## src/rtl/core/rsfe_pkg.sv

```systemverilog
`timescale 1ns / 1ps

package rsfe_pkg;

    // Ring geometry
    localparam int CAPACITY = 1024;
    localparam int SLOT_W   = $clog2(CAPACITY);
    localparam int CNT_W    = $clog2(CAPACITY + 1);
    localparam int HALF_W   = 64;

    // Request: one 128-bit token key as two halves
    typedef struct packed {
        logic [HALF_W-1:0] key_high;
        logic [HALF_W-1:0] key_low;
    } t_req;

    // Response
    typedef struct packed {
        logic replayed;
        logic inserted;
    } t_rsp;

    // Ring bookkeeping shared between control and sequencer
    typedef struct packed {
        logic [SLOT_W-1:0] oldest;
        logic [SLOT_W-1:0] wr;
        logic [CNT_W-1:0]  live;
    } t_ring_st;

    // Sequencer states
    typedef enum logic [1:0] {
        ST_IDLE,
        ST_SCAN,
        ST_DONE
    } t_state;

    // Slot increment with wrap at capacity
    function automatic logic [SLOT_W-1:0] next_slot(input logic [SLOT_W-1:0] slot);
        logic [SLOT_W-1:0] res;
        if (slot == SLOT_W'(CAPACITY - 1)) begin
            res = '0;
        end else begin
            res = slot + SLOT_W'(1);
        end
        return res;
    endfunction

endpackage

```

## src/rtl/core/rsfe_ring_ctl.sv

```systemverilog
`timescale 1ns / 1ps

// Write slot, oldest slot and live count of the ring
module rsfe_ring_ctl import rsfe_pkg::*; (
    input  logic     i_clk,
    input  logic     i_rst_n,
    input  logic     i_insert,
    output t_ring_st o_ring
);

    t_ring_st r_ring;
    t_ring_st n_ring;

    // Insert: advance write slot; when full, drop the oldest entry
    always_comb begin
        n_ring = r_ring;
        if (i_insert) begin
            n_ring.wr = next_slot(r_ring.wr);
            if (r_ring.live == CNT_W'(CAPACITY)) begin
                n_ring.oldest = next_slot(r_ring.oldest);
            end else begin
                n_ring.live = r_ring.live + CNT_W'(1);
            end
        end
    end

    always_ff @(posedge i_clk) begin
        if (!i_rst_n) begin
            r_ring <= '0;
        end else begin
            r_ring <= n_ring;
        end
    end

    assign o_ring = r_ring;

    // Count never passes capacity
    a_live_bound: assert property (@(posedge i_clk) disable iff (!i_rst_n)
        r_ring.live <= CNT_W'(CAPACITY))
        else $error("live count above capacity");

    // A full ring stays full and moves its oldest slot on insert
    a_full_evict: assert property (@(posedge i_clk) disable iff (!i_rst_n)
        (i_insert && r_ring.live == CNT_W'(CAPACITY))
        |=> (r_ring.live == CNT_W'(CAPACITY)) && (r_ring.oldest != $past(r_ring.oldest)))
        else $error("eviction did not advance oldest slot");

endmodule

```

## config.mk

```make
export PLATFORM = sky130hd
export DESIGN_NAME = rsfe_ring_ctl
export DESIGN_NICKNAME = d
export VERILOG_FILES = /design/src/rtl/core/rsfe_pkg.sv /design/src/rtl/core/rsfe_ring_ctl.sv
export SDC_FILE = /design/constraint.sdc
export NUM_CORES = 1
export LEC_CHECK = 0
export BUFFER_PORTS_ARGS = -buffer_cell sky130_fd_sc_hd__buf_2
export CAP_MARGIN = 20
export CORE_MARGIN = 8
export CORE_UTILIZATION = 45
export CTS_CLUSTER_SIZE = 25
export DETAILED_ROUTE_END_ITERATION = 7
export GPL_ROUTABILITY_DRIVEN = 1
export GPL_TIMING_DRIVEN = 0
export PLACE_DENSITY = 0.69
export RECOVER_POWER = 100
export SLEW_MARGIN = 20
export SYNTH_ARGS = -nofsm -noshare
export SYNTH_HDL_FRONTEND = slang
export SYNTH_SLANG_ARGS = --single-unit
export TNS_END_PERCENT = 20
```

## constraint.sdc

```tcl
create_clock -name i_clk -period 3.05 [get_ports i_clk]
set_input_delay 0.305 -clock i_clk [delete_from_list [all_inputs] [get_ports i_clk]]
set_output_delay 0.305 -clock i_clk [all_outputs]
set_load 0.01 [all_outputs]
```

==> results of run 1 <==
-- critical path: cells and delay by family, from the launching register on --
kind            cells  cell delay, ns
simple gates        3            1.27
compound gates      1            0.41
buf+inv             2            0.37
flops               1            0.32
-- final cells by class --
type | instances | share of cell area (%)
Multi-Input combinational cell | 132 | 46.3
Sequential cell | 31 | 36.0
Timing Repair Buffer | 32 | 7.04
Tap cell | 44 | 3.20
Clock buffer | 6 | 2.98
Clock inverter | 2 | 2.03
Buffer | 6 | 1.31
Inverter | 5 | 1.09
-- power breakdown --
| group | leakage, nW | switching, mW | internal [mW] |
|---|---|---|---|
| Sequential | 0.251 | 0.00786 | 0.411 |
| Combinational | 0.271 | 0.0298 | 0.0150 |
| Clock | 0.0482 | 0.143 | 0.194 |
-- layer usage --
layer | up-vias | global-route usage [%] | routed length [um]
li1 | 693 | - | -
met1 | 640 | 15.0 | 1540
met2 | 33 | 23.2 | 1670
met3 | 5 | 3.71 | 171
met4 | 0 | 6.44 | 46
met5 | - | 0 | 0
-- synth_stat cells --
library cell  instances  area (sq um)
nand3b_1              2          15.0
buf_2                 1          5.00
or3_1                 6          37.5
nand4_1              10          62.6
and4_1                2          17.5
clkbuf_1              4          15.0
a31oi_1               1          6.26
xor2_1                8          70.1
xnor2_1              12           105
or4_1                 3          22.5
dfxtp_1              31           621
ha_1                  4          50.1
nor2b_1               1          6.26
nor3_1                6          30.0
or4b_4                1          13.8
mux2i_1               1          10.0
nand3_1              13          65.1
buf_6                 1          11.3
nor4_1                3          18.8
inv_1                 5          18.8
o21ai_1               1          5.00
nand2b_1              3          18.8
o31ai_1               1          7.51
a311o_1               1          10.0
and3_1                3          18.8
nand2_1              12          45.0
o21ai_0               7          35.0
nor2_1               22          82.6
a21oi_1               8          40.0
nor4b_1               1          8.76
-- kinds of logic after synthesis --
logic type	count (synthesis)	share of synthesized area, %
and+or+nand+nor	88	31.4
DFF	31	42.1
AOI/OAI and AO/OA	19	7.05
muxes	1	0.680
xor gates and xnor gates	20	11.9
adders and majority gates	4	3.40
buffers and inverters	11	3.40
-- final timing paths --
check | depth (start not counted) | slack, ns | to | startpoint
worst max-delay path | 6 | 0.56 | o_ring[21]$_SDFFE_PN0P_ | o_ring[2]$_SDFFE_PN0P_
worst min register to register | 2 | 0.53 | o_ring[29]$_SDFFE_PN0P_ | o_ring[29]$_SDFFE_PN0P_
worst max register to register | 6 | 0.56 | o_ring[21]$_SDFFE_PN0P_ | o_ring[2]$_SDFFE_PN0P_
worst min-delay path | 3 | 0.27 | o_ring[1]$_SDFFE_PN0P_ | i_rst_n
-- placed cells by master (no fill, tap or decap), drive strengths merged, types with 2 or more instances in the layout --
master  netlist  routed
o21ai         8       8
nor3          6       6
clkbuf        4      43
and4          2       2
xnor2        12      12
nand4        10      10
nand2b        3       3
inv           5       5
ha            4       4
or4           3       3
nand3        13      13
xor2          8       8
nor4          3       3
and3          3       3
or3           6       6
nand2        12      12
dfxtp        31      31
nand3b        2       2
nor2         22      22
a21oi         8       8
==> impl_metrics.tcl, run 1 <==
set metrics [dict create \
    status "finished clean" \
    fp-row-count 20 \
    die_x_um 73.2 \
    clk_pin_slew_ns 0.10 \
    hold_viol 0 \
    start_util_pct 47.8 \
    fill_cells 304 \
    layout-drive-gt1-share_pct 4.21 \
    tightest_slew_ns 0.505 \
    dp_hpwl_um 2590 \
    maxCapViolCount 0 \
    worst-path-max-fanout 8 \
    finalWeightedCongestion 0.781 \
    critical_path_class "flop to flop" \
    grt_pass1_wl_um 5750 \
    fin_nets 220 \
    placed_cell_area_sq_um 1690 \
    cts_sinks 31 \
    synth_area_sq_um 1470 \
    insertion_delay_ns 0.33 \
    power_mw 0.799 \
    seqCellArea_sq_um 621 \
    cpMaxStageDelayCell "or4b_1" \
    crit_chain "clkbuf_1 > or4b_1 > or4_1 > clkbuf_1 > o21ai_1 > nor2_1" \
    synth_seq_area_share_pct 42.1 \
    cts_hold_buf 0 \
    ios 34 \
    rsz0062_at_grt "false" \
    cts_buffers 5 \
    die_area_sq_um 5360 \
    avgViaCountPerCell 5.31 \
    io_buffers 32 \
    ant_nets 0 \
    slew_violations 0 \
    period_needed_ns 2.49 \
    wl_per_cell_um 13.3 \
    synth_area_per_cell_sq_um 8.46 \
    max_freq_mhz 401 \
    synth_seq_cells 31 \
    root_buffer "clkbuf_4" \
    grt_antenna_before_repair 0 \
    synth_nets 181 \
    drt_pass1_iterations 5 \
    tns_ns 0 \
    coreArea_sq_um 3080 \
    critPathRequiredTime_ns 3.26 \
    utilization_pct 56.0 \
    start_kind "flop" \
    syn_inst 174 \
    postCtsSetupBuffers 0 \
    die_h_um 73.2 \
    stdcell_count 258 \
    hold_path.class "input pin to flop" \
    slew_headroom_pct 66.3 \
    insertedDiodeCount 0 \
    cts_tree "built" \
    largest_register_ffs 31 \
    ctsResizeCount 0 \
    drtIter0Drc 93 \
    overflow 0 \
    track_usage_pct 13.6 \
    ir_drop_v 0.000227 \
    grt_max_degree 11 \
    placed_cells_incl_taps 250 \
    max_stage_delay_ns 0.63 \
    cts_max_path_buffers 2 \
    hold_ws_ns 0.272 \
    ys_warn_count 0 \
    finalWorstSetupSlack_ns 0.557 \
    htreeDepth 2 \
    ys_types 30 \
    power.leakage_nw 0.570 \
    multiInputGateArea_sq_um 798 \
    areaGrowthSynthToFinish_pct 17.0 \
    power.density_nw_per_um2 464 \
    vias 1371 \
    cp.arrival_ns 2.70 \
    dpl_worst_slack_ns 0.734 \
    drc 0 \
    fin_area_sq_um 1720 \
    totalWireLength_um 3420 \
    grt_pass1_vias 1311 \
    finClkSkew_ns 0.00502 \
    period_share_pct 81.7 \
    setup_viol_count_final 0 \
    crit_path_end_kind "flop" \
    path_common_cell "clkbuf_1" \
]
Power figures use the tool's default switching activity.
==> run 2: changes to the inputs <==
==> constraint.sdc (replaced) <==
create_clock -name i_clk -period 2.4 [get_ports i_clk]
set_input_delay 0.24 -clock i_clk [delete_from_list [all_inputs] [get_ports i_clk]]
set_output_delay 0.24 -clock i_clk [all_outputs]
set_load 0.01 [all_outputs]
==> impl_metrics.tcl, run 2 (synthesis gave the netlist of run 1 again) <==
set metrics [dict create \
    ctsResizeCount 0 \
    vias 1388 \
    layout-drive-gt1-share_pct 6.07 \
    die_area_sq_um 5360 \
    start_kind "flop" \
    seqCellArea_sq_um 621 \
    grt_pass1_wl_um 5750 \
    root_buffer "clkbuf_4" \
    grt_antenna_before_repair 0 \
    track_usage_pct 13.6 \
    coreArea_sq_um 3080 \
    hold_path.class "input pin to flop" \
    power.density_nw_per_um2 583 \
    largest_register_ffs 31 \
    overflow 0 \
    drt_pass1_iterations 4 \
    drc 0 \
    cp.arrival_ns 2.53 \
    period_share_pct 94.8 \
    tightest_slew_ns 0.507 \
    placed_cell_area_sq_um 1690 \
    multiInputGateArea_sq_um 806 \
    tns_ns 0 \
    ios 34 \
    totalWireLength_um 3420 \
    hold_viol 0 \
    maxCapViolCount 0 \
    start_util_pct 47.8 \
    cts_hold_buf 0 \
    cpMaxStageDelayCell "or4b_4" \
    fin_nets 220 \
    die_x_um 73.2 \
    rsz0062_at_grt "false" \
    period_needed_ns 2.27 \
    ant_nets 0 \
    areaGrowthSynthToFinish_pct 18.1 \
    hold_ws_ns 0.216 \
    fill_cells 301 \
    worst-path-max-fanout 8 \
    max_stage_delay_ns 0.56 \
    insertedDiodeCount 0 \
    slew_headroom_pct 66.2 \
    clk_pin_slew_ns 0.10 \
    max_freq_mhz 440 \
    htreeDepth 2 \
    slew_violations 0 \
    power.leakage_nw 0.580 \
    grt_pass1_vias 1311 \
    path_buf_inv 2 \
    critical_path_class "flop to flop" \
    critPathRequiredTime_ns 2.66 \
    insertion_delay_ns 0.33 \
    finalWeightedCongestion 0.781 \
    utilization_pct 56.5 \
    finClkSkew_ns 0.00415 \
    final_cell_mix "35 x clkbuf_1, 31 x dfxtp_1, 22 x nor2_1" \
    grt_max_degree 11 \
    io_buffers 32 \
    crit_family "simple AND/OR/NAND/NOR gates" \
    crit_path_end_kind "flop" \
    ir_drop_v 0.000288 \
    fin_area_sq_um 1740 \
    cts_sinks 31 \
    crit_chain "buf_6 > or4b_4 > or4_1 > buf_2 > or3_1 > a21oi_1" \
    cts_max_path_buffers 2 \
    dp_hpwl_um 2590 \
    avgViaCountPerCell 5.38 \
    fp-row-count 20 \
    cts_buffers 5 \
    layout_commonest_cell "clkbuf_1" \
    die_h_um 73.2 \
    cts_tree "built" \
    wl_per_cell_um 13.3 \
    setup_viol_count_final 0 \
    status "finished clean" \
    drtIter0Drc 86 \
    postCtsSetupBuffers 0 \
]
run 2: worst min-delay path, delay by kind of cell:
family	cells	cell delay [ns]
and+or+nand+nor	1	0.06
buffers and inverters	1	0.13
AOI/OAI and AO/OA	1	0.06
run 2: routing by layer:
| metal | global-route usage, % | part of all wire (%) |
|---|---|---|
| met5 | 0 | 0 |
| met2 | 23.2 | 48 |
| met1 | 15.0 | 45 |
| met4 | 6.44 | 1.3 |
| met3 | 3.71 | 5.6 |
run 2: power breakdown:
part,switching (mW),leakage [nW],internal (mW)
logic,0.0379,0.282,0.0197
registers,0.0100,0.251,0.522
clock network,0.178,0.0482,0.246
total,0.226,0.580,0.787
run 2: cell type report:
| class | instances | area share, % |
|---|---|---|
| tap | 44 | 3.17 |
| multi-input combinational | 132 | 46.3 |
| inverter | 5 | 1.08 |
| clock inverter | 2 | 2.01 |
| clock buffer | 6 | 2.95 |
| timing repair buffer | 32 | 6.98 |
| sequential | 31 | 35.7 |
| buffer | 6 | 1.80 |
run 2: stage by stage:
| stage | setup slack (ns) | power (mW) | instances |
|---|---|---|---|
| after global placement | 0.125 | 0.601 | 250 |
| after global routing | 0.0154 | 1.06 | 258 |
| after floorplan | 0.202 | 0.581 | 174 |
| after detailed placement | 0.0841 | 0.603 | 250 |
| after CTS | 0.0540 | 1.03 | 258 |
| final | 0.126 | 1.01 | 258 |
run 2: worst paths after layout:
kind | start | cells after the start | endpoint | slack [ns]
setup / recovery | o_ring[2]$_SDFFE_PN0P_ | 6 | o_ring[27]$_SDFFE_PN0P_ | 0.13
hold / removal | i_rst_n | 3 | o_ring[1]$_SDFFE_PN0P_ | 0.22
setup reg to reg | o_ring[2]$_SDFFE_PN0P_ | 6 | o_ring[27]$_SDFFE_PN0P_ | 0.13
hold reg to reg | o_ring[29]$_SDFFE_PN0P_ | 2 | o_ring[29]$_SDFFE_PN0P_ | 0.53
==> run 3: changes to the inputs <==
--- a/config.mk
+++ b/config.mk
@@ -5,7 +5,8 @@
 export SDC_FILE = /design/constraint.sdc
 export NUM_CORES = 1
 export LEC_CHECK = 0
-export BUFFER_PORTS_ARGS = -buffer_cell sky130_fd_sc_hd__buf_2
+export ABC_AREA = 1
+export BUFFER_PORTS_ARGS = -buffer_cell sky130_fd_sc_hd__clkbuf_2
 export CAP_MARGIN = 20
 export CORE_MARGIN = 8
 export CORE_UTILIZATION = 45
@@ -13,7 +14,7 @@
 export DETAILED_ROUTE_END_ITERATION = 7
 export GPL_ROUTABILITY_DRIVEN = 1
 export GPL_TIMING_DRIVEN = 0
-export PLACE_DENSITY = 0.69
+export PLACE_DENSITY = 0.67
 export RECOVER_POWER = 100
 export SLEW_MARGIN = 20
 export SYNTH_ARGS = -nofsm -noshare
==> impl_metrics.tcl, run 3 <==
set metrics [dict create \
    status "finished clean" \
    critical_path_class "flop to flop" \
    hold_path.class "input pin to flop" \
    postCtsSetupBuffers 0 \
    insertedDiodeCount 0 \
    hold_viol 0 \
    tns_ns 0 \
    ys_types 30 \
    power_mw 1.12 \
    p_switching_mw 0.246 \
    grt_antenna_before_repair 0 \
    worst_r2r_endpoint "o_ring[8]$_SDFFE_PN0P_" \
    slew_headroom_pct 59.1 \
    max_freq_mhz 541 \
    wl_met3_um 190 \
    pwr-share-clk_pct 48.0 \
    reg2reg_slack_ns 0.55 \
    wl_met1_um 2000 \
    crit_family "simple AND/OR/NAND/NOR gates" \
    cts_max_path_buffers 2 \
    yosysMostFrequentCell "nand2_1" \
    cts_sinks 31 \
    clk_pin_slew_ns 0.07 \
    synth_top_area_share_pct 35.7 \
    synth_edf_count 0 \
    max_stage_delay_ns 0.47 \
    path_buf_inv 1 \
    setup_viol_count_final 0 \
    io_buffers 31 \
    synthTopCellsByCount "77 x nand2_1, 37 x nor2_1, 31 x dfxtp_1, 26 x inv_1, 21 x a21oi_1" \
    whs_endpoint "o_ring[11]$_SDFFE_PN0P_" \
    ctsResizeCount 0 \
    synth_area_per_cell_sq_um 6.60 \
    coreArea_sq_um 3690 \
    totalWireLength_um 4020 \
    synth_seq_area_share_pct 35.7 \
    layout_commonest_cell "nand2_1" \
    synth_area_sq_um 1740 \
    tightest_slew_ns 0.611 \
    cts_hold_buf 0 \
    synth_nets 270 \
    drtIter0Drc 134 \
    dp_hpwl_um 2920 \
    power.density_nw_per_um2 559 \
    path_common_cell "nand2_1" \
    ys_async_sr_fraction_pct 0 \
    placed_cell_area_sq_um 1950 \
    p_sw_share_pct 22.0 \
    root_buffer "clkbuf_8" \
    seq_power_share_pct 47.2 \
    p_comb_share_pct 4.9 \
    layout-drive-gt1-share_pct 5.63 \
    wl_per_cell_um 11.5 \
    r2r_cells 9 \
    avgViaCountPerCell 4.85 \
    hold_ws_ns 0.265 \
    ant_nets 0 \
    finClkSkew_ns 0.00379 \
    r2r_start "o_ring[0]$_SDFFE_PN0P_" \
    largest_register_ffs 31 \
    crit_path_end_kind "flop" \
    grt_pass1_wl_um 6860 \
    power.leakage_nw 0.757 \
    final_cell_mix "77 x nand2_1, 38 x nor2_1, 35 x clkbuf_1" \
    start_kind "flop" \
    slew_violations 0 \
    die_area_sq_um 6100 \
    cts_buffers 5 \
    ios 34 \
    finalWeightedCongestion 0.878 \
    rsz0062_at_grt "false" \
    critPathRequiredTime_ns 2.63 \
    cp.arrival_ns 2.07 \
    grt_max_degree 11 \
    maxCapViolCount 0 \
    ys_warn_count 0 \
    start_util_pct 47.1 \
    overflow 0 \
    areaGrowthSynthToFinish_pct 15.3 \
    utilization_pct 54.3 \
    track_usage_pct 13.5 \
    vias 1697 \
    cts_tree "built" \
    syn_inst 263 \
    synth_ff_type "dfxtp_1" \
    drt_pass1_iterations 4 \
    power.internal_mw 0.874 \
    fin_area_sq_um 2000 \
    crit_chain "inv_1 > ha_1 > nand3_1 > nor2_2 > nor2_1 > nand2_1 > nand2_1 > nand2_1 > nor2_1" \
    fp-row-count 22 \
    cpMaxStageDelayCell "nor2_1" \
    insertion_delay_ns 0.29 \
    top_layer_used "met4" \
    worst-path-max-fanout 9 \
    hold_depth 3 \
    drc 0 \
    ir_drop_v 0.000404 \
    synthTopCellsByArea "dfxtp_1 36%, nand2_1 17%, nor2_1 8.0%" \
    grt_pass1_vias 1598 \
    wl_met2_um 1750 \
    synth_seq_cells 31 \
    period_share_pct 77.0 \
    yosysTopAreaCell "dfxtp_1" \
    fin_nets 308 \
    die_x_um 78.1 \
    hp-start "i_insert" \
    die_h_um 78.1 \
    htreeDepth 2 \
    period_needed_ns 1.85 \
]
[run 3: cell count changes after synthesis, sizes merged, moves of 9 or more]
| cell | before | now |
|---|---|---|
| a21oi | 8 | 21 |
| inv | 5 | 27 |
| xnor2 | 12 | 3 |
| nand2 | 12 | 77 |
| nor2 | 22 | 43 |
[run 3: kinds of logic (layout without fill, tap and decap cells)]
group	Yosys count	in the layout	share of synthesized area, %
buffers and inverters	34	73	8.72
DFF	31	31	35.7
xor gates and xnor gates	8	8	4.03
adders and majority gates	4	4	2.88
AOI/OAI and AO/OA	31	31	10.1
and+or+nand+nor	155	155	38.5
[run 3: tightest hold or removal path, cell delays in order]
cell	delay, ns
buf_4	0.13
a21oi_1	0.07
nor2_1	0.08
[run 3: worst max path at each step]
stage                                  from                      end  slack [ns]  cells after the start
floorplan           o_ring[21]$_SDFFE_PN0P_  o_ring[28]$_SDFFE_PN0P_        0.97                      6
global placement    o_ring[21]$_SDFFE_PN0P_  o_ring[28]$_SDFFE_PN0P_        0.81                      6
detailed placement  o_ring[21]$_SDFFE_PN0P_  o_ring[28]$_SDFFE_PN0P_        0.80                      6
CTS                 o_ring[21]$_SDFFE_PN0P_  o_ring[28]$_SDFFE_PN0P_        0.78                      6
global route         o_ring[0]$_SDFFE_PN0P_   o_ring[8]$_SDFFE_PN0P_        0.36                      9
finish               o_ring[0]$_SDFFE_PN0P_   o_ring[8]$_SDFFE_PN0P_        0.55                      9
[run 3: metal layers]
metal	global-route usage, %	vias up
met2	22.2	31
met1	15.8	744
met3	3.53	8
li1	-	914
met4	6.67	0
met5	0	-
[run 3: final cells by class]
class	instances	area [sq um]
plain buffers	6	33.8
fillers	425	1690
inverters	28	105
repair buffers	31	116
multi-input cells	198	948
clock inverters	2	35.0
clock buffers	6	82.6
well taps	48	60.1
flip-flops and latches	31	621
[run 3: power by group through the flow]
stage / clock network [mW] / logic, mW / registers [mW]
after floorplan: 0 / 0.0404 / 0.541
after global placement: 0 / 0.0599 / 0.540
after detailed placement: 0 / 0.0605 / 0.540
after CTS: 0.548 / 0.0608 / 0.528
after global routing: 0.570 / 0.0630 / 0.529
final: 0.538 / 0.0543 / 0.528
[run 3: per-stage QoR]
| step | cells | worst slack, ns |
|---|---|---|
| 4_1_cts | 350 | 0.781 |
| 3_3_place_gp | 342 | 0.814 |
| 3_5_place_dp | 342 | 0.802 |
| 2_1_floorplan | 263 | 0.966 |
| 6_report | 350 | 0.553 |
| 5_1_grt | 350 | 0.356 |
